==> config.mk <==
export PLATFORM = sky130hd
export DESIGN_NAME = capture_period_to_rpm
export DESIGN_NICKNAME = d
export VERILOG_FILES = /design/src/hdl/cprpm_pkg.sv /design/src/hdl/capture_period_to_rpm.sv
export SDC_FILE = /design/constraint.sdc
export NUM_CORES = 1
export LEC_CHECK = 0
export BUFFER_PORTS_ARGS = -buffer_cell sky130_fd_sc_hd__buf_2
export CORE_MARGIN = 1
export CORE_UTILIZATION = 49
export CTS_CLUSTER_SIZE = 20
export DETAILED_ROUTE_END_ITERATION = 10
export HOLD_SLACK_MARGIN = 0.06
export PLACE_DENSITY = 0.69
export SYNTH_ARGS = -nofsm -noshare
export SYNTH_HDL_FRONTEND = slang
export SYNTH_SLANG_ARGS = --single-unit
==> constraint.sdc <==
create_clock -name clk -period 3.34 [get_ports clk]
set_input_delay 0.334 -clock clk [delete_from_list [all_inputs] [get_ports clk]]
set_output_delay 0.334 -clock clk [all_outputs]
set_load 0.02 [all_outputs]
==> src/hdl/cprpm_pkg.sv <==
// Shared types and constants for the capture period to rpm block.
package cprpm_pkg;

    typedef enum logic [1:0] {
        ST_IDLE,
        ST_SCALE,
        ST_DIVIDE,
        ST_FINISH
    } cprpm_state_t;

    localparam int SECONDS_PER_MINUTE = 60;
    localparam int DEGREES_PER_TURN   = 360;
    // floor(clock * 60 / 360) equals floor(clock / 6), as 360 is a multiple of 60.
    localparam int SCALE_DIVISOR      = DEGREES_PER_TURN / SECONDS_PER_MINUTE;

    localparam int CLOCK_WIDTH  = 32;
    localparam int DIV_WIDTH    = 32;
    localparam int DIV_STEPS    = DIV_WIDTH;
    localparam int COUNT_WIDTH  = $clog2(DIV_STEPS);
    localparam int SCALED_WIDTH = 30;
    localparam int RPM_WIDTH    = 16;
    localparam int PERIOD_OUT_WIDTH = 16;

    localparam logic [CLOCK_WIDTH-1:0]  CLOCK_HZ_RESET = 32'd72000000;
    localparam logic [SCALED_WIDTH-1:0] SCALED_RESET   =
        SCALED_WIDTH'(CLOCK_HZ_RESET / SCALE_DIVISOR);
    localparam logic [RPM_WIDTH-1:0]    RPM_MAX        = 16'hFFFF;

endpackage

==> src/hdl/capture_period_to_rpm.sv <==
// Tachometer: capture period and bit-serial rpm division.
//
// Usage
//   Input channel (in_valid/in_ready, capture_value): one timer capture per
//   motor edge. The period is the difference to the previous capture, modulo
//   2^CAPTURE_WIDTH; the previous capture starts at zero after reset.
//   Output channel (out_valid/out_ready): rpm, period_ticks, zero_period and
//   saturated, one result per request.
//   Configuration channel (cfg_valid/cfg_ready, clock_hz): the timer clock in
//   hertz. A write starts a serial divide by six of the clock, during which
//   no request is taken; the stored setting resets to 72 MHz.
// Sequence
//   A non-zero period goes through the restoring divider, one quotient bit
//   per cycle, and then to the final step, which writes the result; a new
//   request is taken only after the final step. A zero period skips the
//   divider and goes straight to the final step.
//   The output register lets the next request be taken while a result waits;
//   a stalled receiver holds the block in its final step until the output
//   register is free. Reset clears all control state and empties the output.
module capture_period_to_rpm
    import cprpm_pkg::*;
#(
    parameter int CAPTURE_WIDTH = 16
) (
    input  logic                          clk,
    input  logic                          rst_n,
    input  logic                          cfg_valid,
    output logic                          cfg_ready,
    input  logic [CLOCK_WIDTH-1:0]        clock_hz,
    input  logic                          in_valid,
    output logic                          in_ready,
    input  logic [CAPTURE_WIDTH-1:0]      capture_value,
    output logic                          out_valid,
    input  logic                          out_ready,
    output logic [RPM_WIDTH-1:0]          rpm,
    output logic [PERIOD_OUT_WIDTH-1:0]   period_ticks,
    output logic                          zero_period,
    output logic                          saturated
);

    cprpm_state_t                 state_reg, state_next;
    logic [COUNT_WIDTH-1:0]       count_reg, count_next;
    logic [CAPTURE_WIDTH-1:0]     prev_capture_reg, prev_capture_next;
    logic [SCALED_WIDTH-1:0]      scaled_reg, scaled_next;
    logic                         out_valid_reg, out_valid_next;

    logic [CAPTURE_WIDTH-1:0]     divisor_reg, divisor_next;
    logic [CAPTURE_WIDTH-1:0]     rem_reg, rem_next;
    logic [DIV_WIDTH-1:0]         dvd_reg, dvd_next;
    logic                         zero_reg, zero_next;
    logic [RPM_WIDTH-1:0]         rpm_reg, rpm_next;
    logic [PERIOD_OUT_WIDTH-1:0]  period_out_reg, period_out_next;
    logic                         zero_out_reg, zero_out_next;
    logic                         sat_out_reg, sat_out_next;

    logic [CAPTURE_WIDTH-1:0]     period_in;
    logic [CAPTURE_WIDTH:0]       rem_shift;
    logic [CAPTURE_WIDTH:0]       rem_diff;
    logic                         quot_bit;
    logic [CAPTURE_WIDTH-1:0]     step_rem;
    logic [DIV_WIDTH-1:0]         step_dvd;
    logic                         last_step;
    logic [DIV_WIDTH-1:0]         period_ext;
    logic                         quot_over;

    assign period_in = capture_value - prev_capture_reg;

    // One restoring division step: bring down the next dividend bit and
    // subtract the divisor when it fits. The quotient shifts in from the right.
    assign rem_shift = {rem_reg, dvd_reg[DIV_WIDTH-1]};
    assign rem_diff  = rem_shift - {1'b0, divisor_reg};
    assign quot_bit  = (rem_shift >= {1'b0, divisor_reg});
    assign step_rem  = quot_bit ? rem_diff[CAPTURE_WIDTH-1:0]
                                : rem_shift[CAPTURE_WIDTH-1:0];
    assign step_dvd  = {dvd_reg[DIV_WIDTH-2:0], quot_bit};
    assign last_step = (count_reg == COUNT_WIDTH'(DIV_STEPS - 1));

    assign period_ext = DIV_WIDTH'(divisor_reg);
    assign quot_over  = |dvd_reg[DIV_WIDTH-1:RPM_WIDTH];

    assign cfg_ready    = (state_reg == ST_IDLE);
    assign in_ready     = (state_reg == ST_IDLE) && !cfg_valid;
    assign out_valid    = out_valid_reg;
    assign rpm          = rpm_reg;
    assign period_ticks = period_out_reg;
    assign zero_period  = zero_out_reg;
    assign saturated    = sat_out_reg;

    always_ff @(posedge clk or negedge rst_n)
    begin
        if (!rst_n)
        begin
            state_reg        <= ST_IDLE;
            count_reg        <= '0;
            prev_capture_reg <= '0;
            scaled_reg       <= SCALED_RESET;
            out_valid_reg    <= 1'b0;
        end
        else
        begin
            state_reg        <= state_next;
            count_reg        <= count_next;
            prev_capture_reg <= prev_capture_next;
            scaled_reg       <= scaled_next;
            out_valid_reg    <= out_valid_next;
        end
    end

    always_ff @(posedge clk)
    begin
        divisor_reg    <= divisor_next;
        rem_reg        <= rem_next;
        dvd_reg        <= dvd_next;
        zero_reg       <= zero_next;
        rpm_reg        <= rpm_next;
        period_out_reg <= period_out_next;
        zero_out_reg   <= zero_out_next;
        sat_out_reg    <= sat_out_next;
    end

    always_comb
    begin
        state_next        = state_reg;
        count_next        = count_reg;
        prev_capture_next = prev_capture_reg;
        scaled_next       = scaled_reg;
        out_valid_next    = out_valid_reg;
        divisor_next      = divisor_reg;
        rem_next          = rem_reg;
        dvd_next          = dvd_reg;
        zero_next         = zero_reg;
        rpm_next          = rpm_reg;
        period_out_next   = period_out_reg;
        zero_out_next     = zero_out_reg;
        sat_out_next      = sat_out_reg;

        if (out_valid_reg && out_ready)
        begin
            out_valid_next = 1'b0;
        end

        unique case (state_reg)
            ST_IDLE:
            begin
                count_next = '0;
                rem_next   = '0;
                if (cfg_valid)
                begin
                    dvd_next     = DIV_WIDTH'(clock_hz);
                    divisor_next = CAPTURE_WIDTH'(SCALE_DIVISOR);
                    state_next   = ST_SCALE;
                end
                else if (in_valid)
                begin
                    prev_capture_next = capture_value;
                    divisor_next      = period_in;
                    dvd_next          = DIV_WIDTH'(scaled_reg);
                    zero_next         = (period_in == '0);
                    state_next        = (period_in == '0) ? ST_FINISH : ST_DIVIDE;
                end
            end
            ST_SCALE:
            begin
                rem_next   = step_rem;
                dvd_next   = step_dvd;
                count_next = count_reg + 1'b1;
                if (last_step)
                begin
                    scaled_next = step_dvd[SCALED_WIDTH-1:0];
                    state_next  = ST_IDLE;
                end
            end
            ST_DIVIDE:
            begin
                rem_next   = step_rem;
                dvd_next   = step_dvd;
                count_next = count_reg + 1'b1;
                if (last_step)
                begin
                    state_next = ST_FINISH;
                end
            end
            ST_FINISH:
            begin
                if (!out_valid_reg || out_ready)
                begin
                    out_valid_next  = 1'b1;
                    period_out_next = period_ext[PERIOD_OUT_WIDTH-1:0];
                    zero_out_next   = zero_reg;
                    sat_out_next    = !zero_reg && quot_over;
                    priority if (zero_reg)
                    begin
                        rpm_next = '0;
                    end
                    else if (quot_over)
                    begin
                        rpm_next = RPM_MAX;
                    end
                    else
                    begin
                        rpm_next = dvd_reg[RPM_WIDTH-1:0];
                    end
                    state_next = ST_IDLE;
                end
            end
            default:
            begin
                state_next = ST_IDLE;
            end
        endcase
    end

`ifndef SYNTHESIS
    a_flags_exclusive: assert property (@(posedge clk) disable iff (!rst_n)
        out_valid |-> !(zero_period && saturated))
        else $error("zero_period and saturated both set");

    a_zero_gives_no_rpm: assert property (@(posedge clk) disable iff (!rst_n)
        (out_valid && zero_period) |-> (rpm == '0 && period_ticks == '0))
        else $error("zero period result carries a speed or a period");

    a_sat_clamps: assert property (@(posedge clk) disable iff (!rst_n)
        (out_valid && saturated) |-> (rpm == RPM_MAX))
        else $error("saturated result not clamped");

    a_nonzero_divides: assert property (@(posedge clk) disable iff (!rst_n)
        (in_valid && in_ready && capture_value != prev_capture_reg)
        |=> (state_reg == ST_DIVIDE && count_reg == '0))
        else $error("non-zero period did not start the divider");

    a_divide_ends: assert property (@(posedge clk) disable iff (!rst_n)
        (state_reg == ST_DIVIDE && last_step) |=> (state_reg == ST_FINISH))
        else $error("divider overran its step count");
`endif

endmodule

== Word-level counts from Yosys, hierarchy flattened ==
Cells that the tools add are included.

* Input bits: 53
* Logic and storage cells: 63
* Bits in registers: 153

* Mux-type cells: 18
* Order comparisons: 1
* Bitwise operators: 1
* Equality and inequality tests: 8
* Add/subtract/negate cells: 3
* Reduce and logical (&&, ||, !) cells: 19

{| class="wikitable"
|+ Operator list
! cell !! number
|-
| $mux W32 || 2
|-
| $pmux W32 S2 || 1
|-
| $mux W16 || 3
|-
| $pmux W16 S2 || 1
|-
| $sub A16 B16 Y16 || 2
|-
| $ge A17 B16 Y1 || 1
|-
| $logic_not A16 Y1 || 1
|-
| $reduce_or A16 Y1 || 1
|-
| $mux W2 || 5
|-
| $pmux W5 S2 || 1
|-
| $pmux W2 S4 || 1
|-
| $reduce_and A2 Y1 || 4
|-
| $ne A2 B2 Y1 const B || 3
|-
| $add A5 B1 Y5 const B || 1
|-
| $eq A5 B5 Y1 const B || 1
|-
| $eq A2 B2 Y1 const B || 2
|-
| $mux W1 || 4
|-
| $reduce_and A4 Y1 || 1
|-
| $reduce_bool A2 Y1 || 2
|-
| $logic_and A1 B1 Y1 || 3
|-
| $logic_not A1 Y1 || 3
|-
| $ne A3 B2 Y1 const B || 1
|-
| $reduce_and A3 Y1 || 1
|-
| $eq A2 B1 Y1 const B || 1
|-
| other kinds (4) || 4
|}

== Logic depth before layout (Yosys ltp) ==
Gate-level depths: netlist (run 1).

* Word-level depth: 6
* Mapped depth: 11

== Worst setup path after synthesis (run 1) ==
OpenSTA, ideal clock, no wires.

* Path kind: reg-to-reg
* Start point: register state_reg[0]
* End point: register dvd_reg[0], enable pin
* Cell stages (with the launch flop): 6
* Clock period less this slack: 2.760 ns
* Data required time: 2.919 ns
* Data arrival time: 2.338 ns
* Library setup time: 0.421 ns
* Setup slack: 0.580 ns
* Cells stage by stage: dfrtp_1 inv_1 ha_1 nand2b_1 nor2_1 nor2_1

{| class="wikitable"
|+ RTL lines
! element !! RTL line !! text
|-
| from (decl) || capture_period_to_rpm.sv:41 || <nowiki>cprpm_state_t state_reg, state_next;</nowiki>
|-
| from (signal assigned) || capture_period_to_rpm.sv:101 || <nowiki>state_reg <= state_next;</nowiki>
|-
| $logic_not A2 Y1 (*) || - ||
|-
| via cfg_ready || capture_period_to_rpm.sv:28 || <nowiki>output logic cfg_ready,</nowiki>
|-
| $ne A3 B2 Y1 (no line) or $reduce_bool A2 Y1 (tied branches) || - ||
|-
| $reduce_and A2 Y1 (no line) (*) || - ||
|-
| to (signal assigned) || capture_period_to_rpm.sv:113 || <nowiki>dvd_reg <= dvd_next;</nowiki>
|-
| to (decl) || capture_period_to_rpm.sv:49 || <nowiki>logic [DIV_WIDTH-1:0] dvd_reg, dvd_next;</nowiki>
|}

The timed path passes the listed nets; every way through them passes the cells marked *.
A chain may end at the register's enable or synchronous reset.

== Final worst setup path (run 1) ==
* Start point: register prev_capture_reg[0]
* End point: register state_reg[0]

* Longest elaborated chain between the ends: 6

{| class="wikitable"
|+ RTL lines
! element !! RTL line !! text
|-
| from (decl) || capture_period_to_rpm.sv:43 || <nowiki>logic [CAPTURE_WIDTH-1:0] prev_capture_reg, prev_capture_next;</nowiki>
|-
| from (signal assigned) || capture_period_to_rpm.sv:103 || <nowiki>prev_capture_reg <= prev_capture_next;</nowiki>
|-
| $sub A16 B16 Y16 || capture_period_to_rpm.sv:66 || <nowiki>assign period_in = capture_value - prev_capture_reg;</nowiki>
|-
| $logic_not A16 Y1 || capture_period_to_rpm.sv:159 || <nowiki>state_next = (period_in == '0) ? ST_FINISH : ST_DIVIDE;</nowiki>
|-
| $mux W1 || capture_period_to_rpm.sv:159 ||
|-
| $mux W2 || capture_period_to_rpm.sv:153 || <nowiki>else if (in_valid)</nowiki>
|-
| $mux W2 || capture_period_to_rpm.sv:147 || <nowiki>if (cfg_valid)</nowiki>
|-
| $pmux W2 S4 || capture_period_to_rpm.sv:142 || <nowiki>unique case (state_reg)</nowiki>
|}

Every way passes these cells. The select of a mux whose other input is x is not followed.

==> run_results.csv, run 1 <==
group,metric,value,unit
detailed_routing,antenna_left,0,
power,swShare,41.4,%
clocking,root_buffer,"clkbuf_16",
synthesis,yosysSeqAreaShare,53.2,%
clocking,cts.reportedPaths.clkPinSlew,0.06,ns
global_routing,grt_max_degree,50,
detailed_routing,firstDrtPassIters,5,
power,combPwrFrac,45.6,%
synthesis,yosys_register_bits,153,
floorplan,ioPinCount,90,
clocking,clock_path_buffers,2,
detailed_routing,drt-total-wl,18.0,mm
critical_path,cp_slowest_cell,"or4_1",
critical_path,worstPathCellList,"ha_1, fa_1, nor2b_4, o211a_1, nor2_1, a2bb2oi_1, or4_1, and4bb_1, a31oi_1, o31ai_1",
detailed_routing,wl_per_cell,16.3,um
timing,final-hold-violation-count,0,
timing,fin_skew,0.00993,ns
synthesis,synth_top_area_share,36.5,%
placed_design,post-dp-hpwl,12.4,mm
floorplan,die_x,131,um
timing,slew_violations,0,
hold_path,min_path_type,"input port to asynchronous set/reset pin",
timing,maxSlewHeadroom,36.7,%
final_layout,fillers,1372,
critical_path,r2r_slack,0.50,ns
floorplan,rows,46,
final_layout,seq_area,4340,sq um
critical_path,crit_start,"prev_capture_reg[0]",
synthesis,async_flop_share,35.3,%
clocking,ctsHoldBuffers,0,
synthesis,synth.area.top_cells,"edfxtp_1 36%, dfrtp_1 14%, o21ai_0 5.9%, ha_1 5.8%, nand2_1 4.5%",
clocking,htreeDepth,4,
detailed_routing,drt_iter0_drc,450,
placed_design,io_buffers,89,
global_routing,antenna_found_initial,0,
synthesis,yosys.cell_types.count,60,
synthesis,yosysTopAreaCell,"edfxtp_1",
final_layout,antenna_cells,0,
final_layout,largest_reg_flops,32,
power,internal_power,5.58,mW
detailed_routing,vias,6072,
floorplan,core,16100,sq um
critical_path,crit_type,"register to register",
synthesis,synth_fp_nets,880,
global_routing,grt_pass1_vias,5721,
power,power_leakage,4.05,nW
synthesis,yosysWarnings,0,
critical_path,cp_slowest_stage_delay,0.53,ns
critical_path,worstPathRequired,3.68,ns
run_status,status,"completed",
synthesis,syn-instance-count,787,
floorplan,start_util,50.7,%
clocking,cts_resized,0,
critical_path,crit_fanout,3,
job,drv_cap,0,
detailed_routing,avgViaCountPerCell,5.50,
floorplan,dieArea,17100,sq um
critical_path,critPathArrivalTime,3.18,ns
synthesis,syn_avg_cell_area,10.4,sq um
critical_path,critPathCaptureType,"register",
timing,tightest_slew,0.949,ns
synthesis,ys_dominant_reg_cell,"edfxtp_1",
power,pwr-share-clk,19.6,%
synthesis,synthesis.area,8150,sq um
global_routing,grt_pass1_wl,28.5,mm
critical_path,ff2ff_path_depth,10,
floorplan,die_h,131,um
clocking,cts_inserted_buffers,17,
critical_path,reg2reg_to,"state_reg[0]",
timing,setup_tns,0,ns
power,power_density,1010,nW/um^2
final_layout,area_growth,15.2,%
global_routing,track_usage,22.2,%
timing,finalSetupViolCount,0,
clocking,cts_tree,"yes",
power,ir_worst_vdd,532,uV
clocking,cts.sinks,153,
timing,fmax,0.352,GHz
power,switchingPower,3.94,mW
clocking,postCtsSetupRepairBufs,0,
power,power,9.52,mW
global_routing,grt_overflow,0,
timing,min_period,2.84,ns
final_layout,drive_gt1_share,18.3,%
detailed_routing,route.detailed.drc,0,
critical_path,start_kind,"register",
clocking,clock_latency,0.43,ns
timing,finalCritPeriodShare,85.1,%
final_layout,multi_input_area,3450,sq um
power,p_seq_share,34.8,%
synthesis,synth-edff-count,99,
placed_design,gp_congestion,0.901,
critical_path,crit-reg2reg-launch,"prev_capture_reg[0]",
final_layout,nNetsFinal,967,
timing,rsz0062_at_grt,"no",
## power groups by stage
| stage | combinational (mW) | clock, mW | sequential (mW) |
|---|---|---|---|
| floorplan | 3.12 | 0 | 3.36 |
| detailed placement | 4.27 | 0 | 3.34 |
| global placement | 4.22 | 0 | 3.33 |
| finish | 4.34 | 1.87 | 3.31 |
| global route | 4.86 | 1.98 | 3.39 |
| CTS | 4.32 | 1.90 | 3.31 |
## worst max-delay path, delay by kind of cell, from the launching register on
family	cells	cell delay, ns
flip-flops	1	0.39
AND/OR/NAND/NOR	4	1.05
AO/OA/AOI/OAI	4	0.65
adder cells (fa/ha/maj)	2	0.67
## per-layer routing
metal	vias to the layer above	global-route usage [%]	part of all wire, %
li1	3005	-	-
met1	2872	30.5	47
met2	169	34.7	46
met3	26	4.36	5.1
met4	0	8.65	1.7
met5	-	0	0
## worst max-delay path by stage
stage	endpoint	slack, ns	depth (start not counted)
2_1_floorplan	dvd_reg[0]	0.58	5
6_report	state_reg[0]	0.50	10
4_1_cts	state_reg[0]	0.52	10
5_1_grt	dvd_reg[0]	0.31	10
3_5_place_dp	state_reg[0]	0.45	12
3_3_place_gp	state_reg[0]	0.52	12
## synth_stat cells (8+ instances only)
| master | n |
|---|---|
| o21ai_0 | 96 |
| nand2_1 | 98 |
| o21ai_1 | 13 |
| dfstp_2 | 10 |
| mux2_2 | 15 |
| nor2_1 | 32 |
| ha_1 | 38 |
| nor2b_1 | 12 |
| mux2i_1 | 33 |
| nand2b_1 | 8 |
| o21a_1 | 8 |
| dfrtp_1 | 44 |
| clkbuf_1 | 24 |
| inv_1 | 64 |
| nand3_1 | 23 |
| xnor2_1 | 8 |
| a21o_1 | 8 |
| nor3_1 | 18 |
| edfxtp_1 | 99 |
| a211oi_1 | 12 |
| a21oi_1 | 35 |
## layout by cell type, fill, tap and decap left out, types with 15 or more instances in the layout
| cell type | count |
|---|---|
| ha_1 | 37 |
| buf_2 | 89 |
| dfrtp_1 | 44 |
| nand3_1 | 23 |
| nand2_1 | 98 |
| mux2i_1 | 33 |
| edfxtp_1 | 99 |
| nor3_1 | 18 |
| mux2_2 | 15 |
| inv_1 | 64 |
| clkbuf_16 | 17 |
| o21ai_0 | 96 |
| a21oi_1 | 35 |
| nor2_1 | 31 |
## metrics by stage
stage / hold WS, ns / area (sq um) / cells / worst slack [ns] / util, %
6_report: 0.0467 / 9380 / 1103 / 0.497 / 58.4
3_3_place_gp: 0.433 / 8820 / 1071 / 0.521 / 54.9
2_1_floorplan: 0.0384 / 8150 / 787 / 0.580 / -
4_1_cts: 0.0606 / 9380 / 1103 / 0.523 / 58.4
5_1_grt: 0.113 / 9380 / 1103 / 0.310 / 58.4
3_5_place_dp: 0.447 / 8820 / 1071 / 0.453 / 54.9
## cells by family (layout without fill, tap and decap cells)
| logic type | after synthesis | in the layout | synth area share (%) |
|---|---|---|---|
| fa+ha+maj | 40 | 40 | 6.33 |
| simple gates | 225 | 225 | 13.0 |
| flops | 153 | 153 | 53.2 |
| mux | 48 | 48 | 6.13 |
| compound gates | 212 | 212 | 15.5 |
| buf+inv | 96 | 196 | 4.45 |
| xor+xnor | 13 | 13 | 1.40 |
## area by class of cell
type	count	share of cell area (%)
Timing Repair Buffer	98	5.47
Sequential cell	153	46.2
Inverter	66	2.64
Clock buffer	18	4.57
Multi-Input combinational cell	538	36.8
Clock inverter	14	1.43
Tap cell	216	2.88
(Power assumes the default switching activity.)
==> inputs of run 2 (changes only) <==
--- a/config.mk
+++ b/config.mk
@@ -11,7 +11,7 @@
 export CTS_CLUSTER_SIZE = 20
 export DETAILED_ROUTE_END_ITERATION = 10
 export HOLD_SLACK_MARGIN = 0.06
-export PLACE_DENSITY = 0.69
+export PLACE_DENSITY = 0.76
 export SYNTH_ARGS = -nofsm -noshare
 export SYNTH_HDL_FRONTEND = slang
 export SYNTH_SLANG_ARGS = --single-unit
==> run 2 against run 1 <==
Net effect:
- critical path depth stayed put
- largest power group unchanged
- combinational power about the same
- worst hold slack got worse by 0.018 ns
- total power up 1.4%
==> run_results.csv, run 2 (synthesized netlist as in run 1, its figures left out) <==
group,metric,value,unit
clocking,cts.reportedPaths.clkPinSlew,0.07,ns
timing,setup_tns,0,ns
job,drv_cap,0,
detailed_routing,drt_iter0_drc,385,
final_layout,layout_common_cells,"99 x edfxtp_1, 98 x nand2_1, 96 x o21ai_0, 89 x buf_2, 64 x inv_1",
power,ir_worst_vdd,468,uV
critical_path,worstPathRequired,3.51,ns
detailed_routing,route.detailed.drc,0,
floorplan,rows,46,
clocking,clock_latency,0.44,ns
final_layout,largest_reg_flops,32,
detailed_routing,wl_per_cell,16.2,um
global_routing,grt_max_degree,55,
final_layout,layout_commonest_cell,"edfxtp_1",
placed_design,gp_congestion,0.877,
critical_path,critPathArrivalTime,3.07,ns
timing,rsz0062_at_grt,"no",
clocking,cts_tree,"yes",
detailed_routing,antenna_left,0,
placed_design,placed_cell_area,8820,sq um
clocking,root_buffer,"clkbuf_16",
timing,final-hold-violation-count,0,
final_layout,antenna_cells,0,
final_layout,drive_gt1_share,18.4,%
final_layout,fin_util,58.8,%
timing,maxSlewHeadroom,50.8,%
timing,finalSetupViolCount,0,
timing,tightest_slew,0.738,ns
floorplan,dieArea,17100,sq um
global_routing,grt_pass1_wl,29.1,mm
clocking,cts.sinks,153,
timing,fmax,0.346,GHz
floorplan,start_util,50.7,%
clocking,postCtsSetupRepairBufs,0,
detailed_routing,firstDrtPassIters,5,
timing,slew_violations,0,
placed_design,post-dp-hpwl,12.2,mm
floorplan,core,16100,sq um
floorplan,die_h,131,um
clocking,htreeDepth,4,
timing,timing.hold.ws,0.0285,ns
critical_path,critPathCaptureType,"register",
detailed_routing,vias,6115,
global_routing,track_usage,22.5,%
power,power_density,1020,nW/um^2
timing,finalCritPeriodShare,86.6,%
global_routing,grt_pass1_vias,5854,
timing,min_period,2.89,ns
critical_path,crit_fanout,13,
critical_path,crit_type,"register to register",
run_status,status,"completed",
detailed_routing,avgViaCountPerCell,5.54,
global_routing,grt_overflow,0,
floorplan,ioPinCount,90,
hold_path,min_path_type,"input port to asynchronous set/reset pin",
placed_design,io_buffers,89,
detailed_routing,drt-total-wl,17.8,mm
clocking,cts_inserted_buffers,17,
final_layout,area_growth,15.8,%
floorplan,die_x,131,um
critical_path,r2r_slack,0.45,ns
timing,fin_skew,0.00961,ns
global_routing,antenna_found_initial,0,
power,power,9.66,mW
final_layout,nNetsFinal,967,
final_layout,design_area,9440,sq um
clocking,clock_path_buffers,2,
power,power_leakage,4.08,nW
clocking,cts_resized,0,
clocking,ctsHoldBuffers,0,
critical_path,start_kind,"register",
[run 2: worst paths after layout]
check | end | start | cells past startpoint
worst max-delay path | rem_reg[13] | divisor_reg[1] | 10
worst min-delay path | scaled_reg[25] | rst_n | 2
min in group clk | prev_capture_reg[13] | capture_value[13] | 3
worst max register to register | rem_reg[13] | divisor_reg[1] | 10
worst min register to register | period_ticks[0] | divisor_reg[0] | 0
max in group asynchronous | scaled_reg[4] | rst_n | 2
[run 2: layer usage]
metal / track usage [%] / wire (um) / share of wire (%) / up-vias
met5: 0 / 0 / 0 / -
met4: 10.5 / 580 / 3.3 / 0
met3: 4.56 / 804 / 4.5 / 43
met2: 35.7 / 8240 / 46 / 185
met1: 29.7 / 8200 / 46 / 2878
li1: - / - / - / 3009
[run 2: per-stage QoR]
stage / cells / worst slack, ns
after floorplan: 787 / 0.580
after global placement: 1071 / 0.554
after detailed placement: 1071 / 0.489
after CTS: 1103 / 0.506
after global routing: 1103 / 0.299
final: 1103 / 0.447
[run 2: where the power goes]
part / switching, mW / leakage, nW / internal (mW)
clock network: 0.885 / 0.299 / 1.09
logic: 2.79 / 2.10 / 1.58
registers: 0.348 / 1.68 / 2.97
total: 4.02 / 4.08 / 5.64
[run 2: area by class of cell]
type / instances / area [sq um]
flip-flops and latches: 153 / 4340
fillers: 1350 / 6620
repair buffers: 98 / 513
multi-input cells: 538 / 3450
clock inverters: 14 / 178
inverters: 66 / 248
clock buffers: 18 / 439
well taps: 216 / 270
[run 2: worst max-delay path, stage by stage (launching register included)]
cell and delay, ns:
edfxtp_1 0.40, inv_1 0.06, ha_1 0.30, nor2b_1 0.15, o21bai_1 0.16, a21oi_1 0.11, o2111ai_1 0.42, a21oi_1 0.17
o21a_1 0.39, o21ai_1 0.35, o22ai_1 0.14
==> inputs of run 3 (changes only) <==
--- a/config.mk
+++ b/config.mk
@@ -8,6 +8,7 @@
 export BUFFER_PORTS_ARGS = -buffer_cell sky130_fd_sc_hd__buf_2
 export CORE_MARGIN = 1
 export CORE_UTILIZATION = 49
+export CTS_BUF_LIST = sky130_fd_sc_hd__clkbuf_16
 export CTS_CLUSTER_SIZE = 20
 export DETAILED_ROUTE_END_ITERATION = 10
 export HOLD_SLACK_MARGIN = 0.06
==> run 3 against run 2 <==
Net effect:
- sequential cell count is the same
- maximum frequency grew 0.37%
- critical endpoint is now dvd_reg[0]
- total power shrank 0.23%
- clock skew is essentially flat
- sequential power is essentially flat
- critical path type unchanged
- count of clock-buffer cells in the layout shrank 1
==> run_results.csv, run 3 (synthesized netlist as in run 1, its figures left out) <==
group,metric,value,unit
final_layout,design_area,9430,sq um
critical_path,crit-reg2reg-launch,"divisor_reg[1]",
detailed_routing,drt_iter0_drc,366,
critical_path,crit_type,"register to register",
floorplan,start_util,50.7,%
critical_path,critPathArrivalTime,3.05,ns
timing,min_period,2.88,ns
power,ir_worst_vdd,467,uV
global_routing,grt_pass1_wl,29.1,mm
floorplan,die_x,131,um
critical_path,reg2reg_to,"dvd_reg[0]",
floorplan,rows,46,
final_layout,area_growth,15.7,%
placed_design,post-dp-hpwl,12.2,mm
critical_path,critPathCaptureType,"register",
placed_design,gp_congestion,0.877,
clocking,clock_path_buffers,2,
final_layout,fin_cells,1103,
detailed_routing,route.detailed.drc,0,
critical_path,start_kind,"register",
critical_path,critical-path-top-delay-family,"compound AO/OA/AOI/OAI gates",
clocking,postCtsSetupRepairBufs,0,
detailed_routing,vias,6124,
critical_path,ff2ff_path_depth,10,
critical_path,worstPathRequired,3.51,ns
power,power_leakage,4.08,nW
critical_path,cp_slowest_cell,"o2111ai_1",
global_routing,grt_overflow,0,
clocking,root_buffer,"clkbuf_16",
timing,fin_skew,0.00966,ns
power,power,9.63,mW
detailed_routing,wl_per_cell,16.2,um
hold_path,min_path_type,"input port to asynchronous set/reset pin",
placed_design,placed_cell_area,8820,sq um
final_layout,antenna_cells,0,
global_routing,track_usage,22.5,%
timing,tightest_slew,0.744,ns
final_layout,nNetsFinal,967,
job,drv_cap,0,
timing,finalCritPeriodShare,86.3,%
final_layout,layout_common_cells,"99 x edfxtp_1, 98 x nand2_1, 96 x o21ai_0, 89 x buf_2, 64 x inv_1",
final_layout,layout_commonest_cell,"edfxtp_1",
detailed_routing,firstDrtPassIters,5,
final_layout,fin_util,58.7,%
timing,slew_violations,0,
placed_design,dp.cells,1071,
timing,setup_tns,0,ns
floorplan,die_h,131,um
timing,maxSlewHeadroom,50.4,%
clocking,cts.sinks,153,
critical_path,cp_slowest_stage_delay,0.42,ns
clocking,clock_latency,0.44,ns
critical_path,crit_start,"divisor_reg[1]",
detailed_routing,avgViaCountPerCell,5.55,
final_layout,fillers,1350,
clocking,htreeDepth,4,
detailed_routing,drt-total-wl,17.8,mm
timing,rsz0062_at_grt,"no",
placed_design,io_buffers,89,
global_routing,grt_max_degree,55,
detailed_routing,antenna_left,0,
clocking,ctsHoldBuffers,0,
critical_path,path_common_cell,"a21oi_1",
clocking,cts_inserted_buffers,17,
floorplan,core,16100,sq um
floorplan,ioPinCount,90,
global_routing,antenna_found_initial,0,
critical_path,crit_fanout,13,
timing,final-hold-violation-count,0,
clocking,cts_tree,"yes",
floorplan,dieArea,17100,sq um
final_layout,largest_reg_flops,32,
run_status,status,"completed",
clocking,cts.reportedPaths.clkPinSlew,0.07,ns
timing,fmax,0.347,GHz
critical_path,r2r_slack,0.46,ns
critical_path,critPathBufInv,1,
clocking,cts_resized,0,
timing,finalSetupViolCount,0,
global_routing,grt_pass1_vias,5859,
final_layout,drive_gt1_share,18.3,%
power,power_density,1020,nW/um^2
critical_path,worstPathCellList,"inv_1, ha_1, nor2b_1, o21bai_1, a21oi_1, o2111ai_1, a21oi_1, o21a_1, o21ai_1, o21ai_0",
-- run 3: cell types whose count changed in the layout (fill, tap and decap cells not counted) --
cell,before,now
clkbuf_8,1,0
clkinv_1,2,3
-- run 3: worst max path at each step --
stage	to	slack, ns	cells after the start
after floorplan	dvd_reg[0]	0.58	5
final	dvd_reg[0]	0.46	10
after CTS	dvd_reg[0]	0.51	10
after global placement	state_reg[0]	0.55	12
after global routing	rem_reg[13]	0.30	10
after detailed placement	state_reg[0]	0.49	12
-- run 3: where the power goes --
part	internal, mW	total (mW)	switching [mW]
Combinational	1.58	4.36	2.78
Clock	1.07	1.96	0.884
Sequential	2.97	3.32	0.350
-- run 3: area by class of cell --
type | count | area [sq um] | share of cell area (%)
Inverter | 66 | 248 | 2.63
Multi-Input combinational cell | 538 | 3450 | 36.6
Clock buffer | 17 | 425 | 4.51
Tap cell | 216 | 270 | 2.87
Timing Repair Buffer | 98 | 513 | 5.44
Clock inverter | 15 | 181 | 1.92
Sequential cell | 153 | 4340 | 46.0
-- run 3: metal layers --
| metal | share of wire (%) | track usage, % |
|---|---|---|
| met2 | 47 | 35.9 |
| met5 | 0 | 0 |
| met3 | 4.6 | 4.56 |
| met1 | 46 | 29.7 |
| met4 | 2.9 | 10.5 |
-- run 3: through the flow --
stage	hold slack, ns	setup slack (ns)
CTS	0.0608	0.506
global placement	0.435	0.554
global route	0.112	0.299
floorplan	0.0384	0.580
detailed placement	0.444	0.489
finish	0.0290	0.458
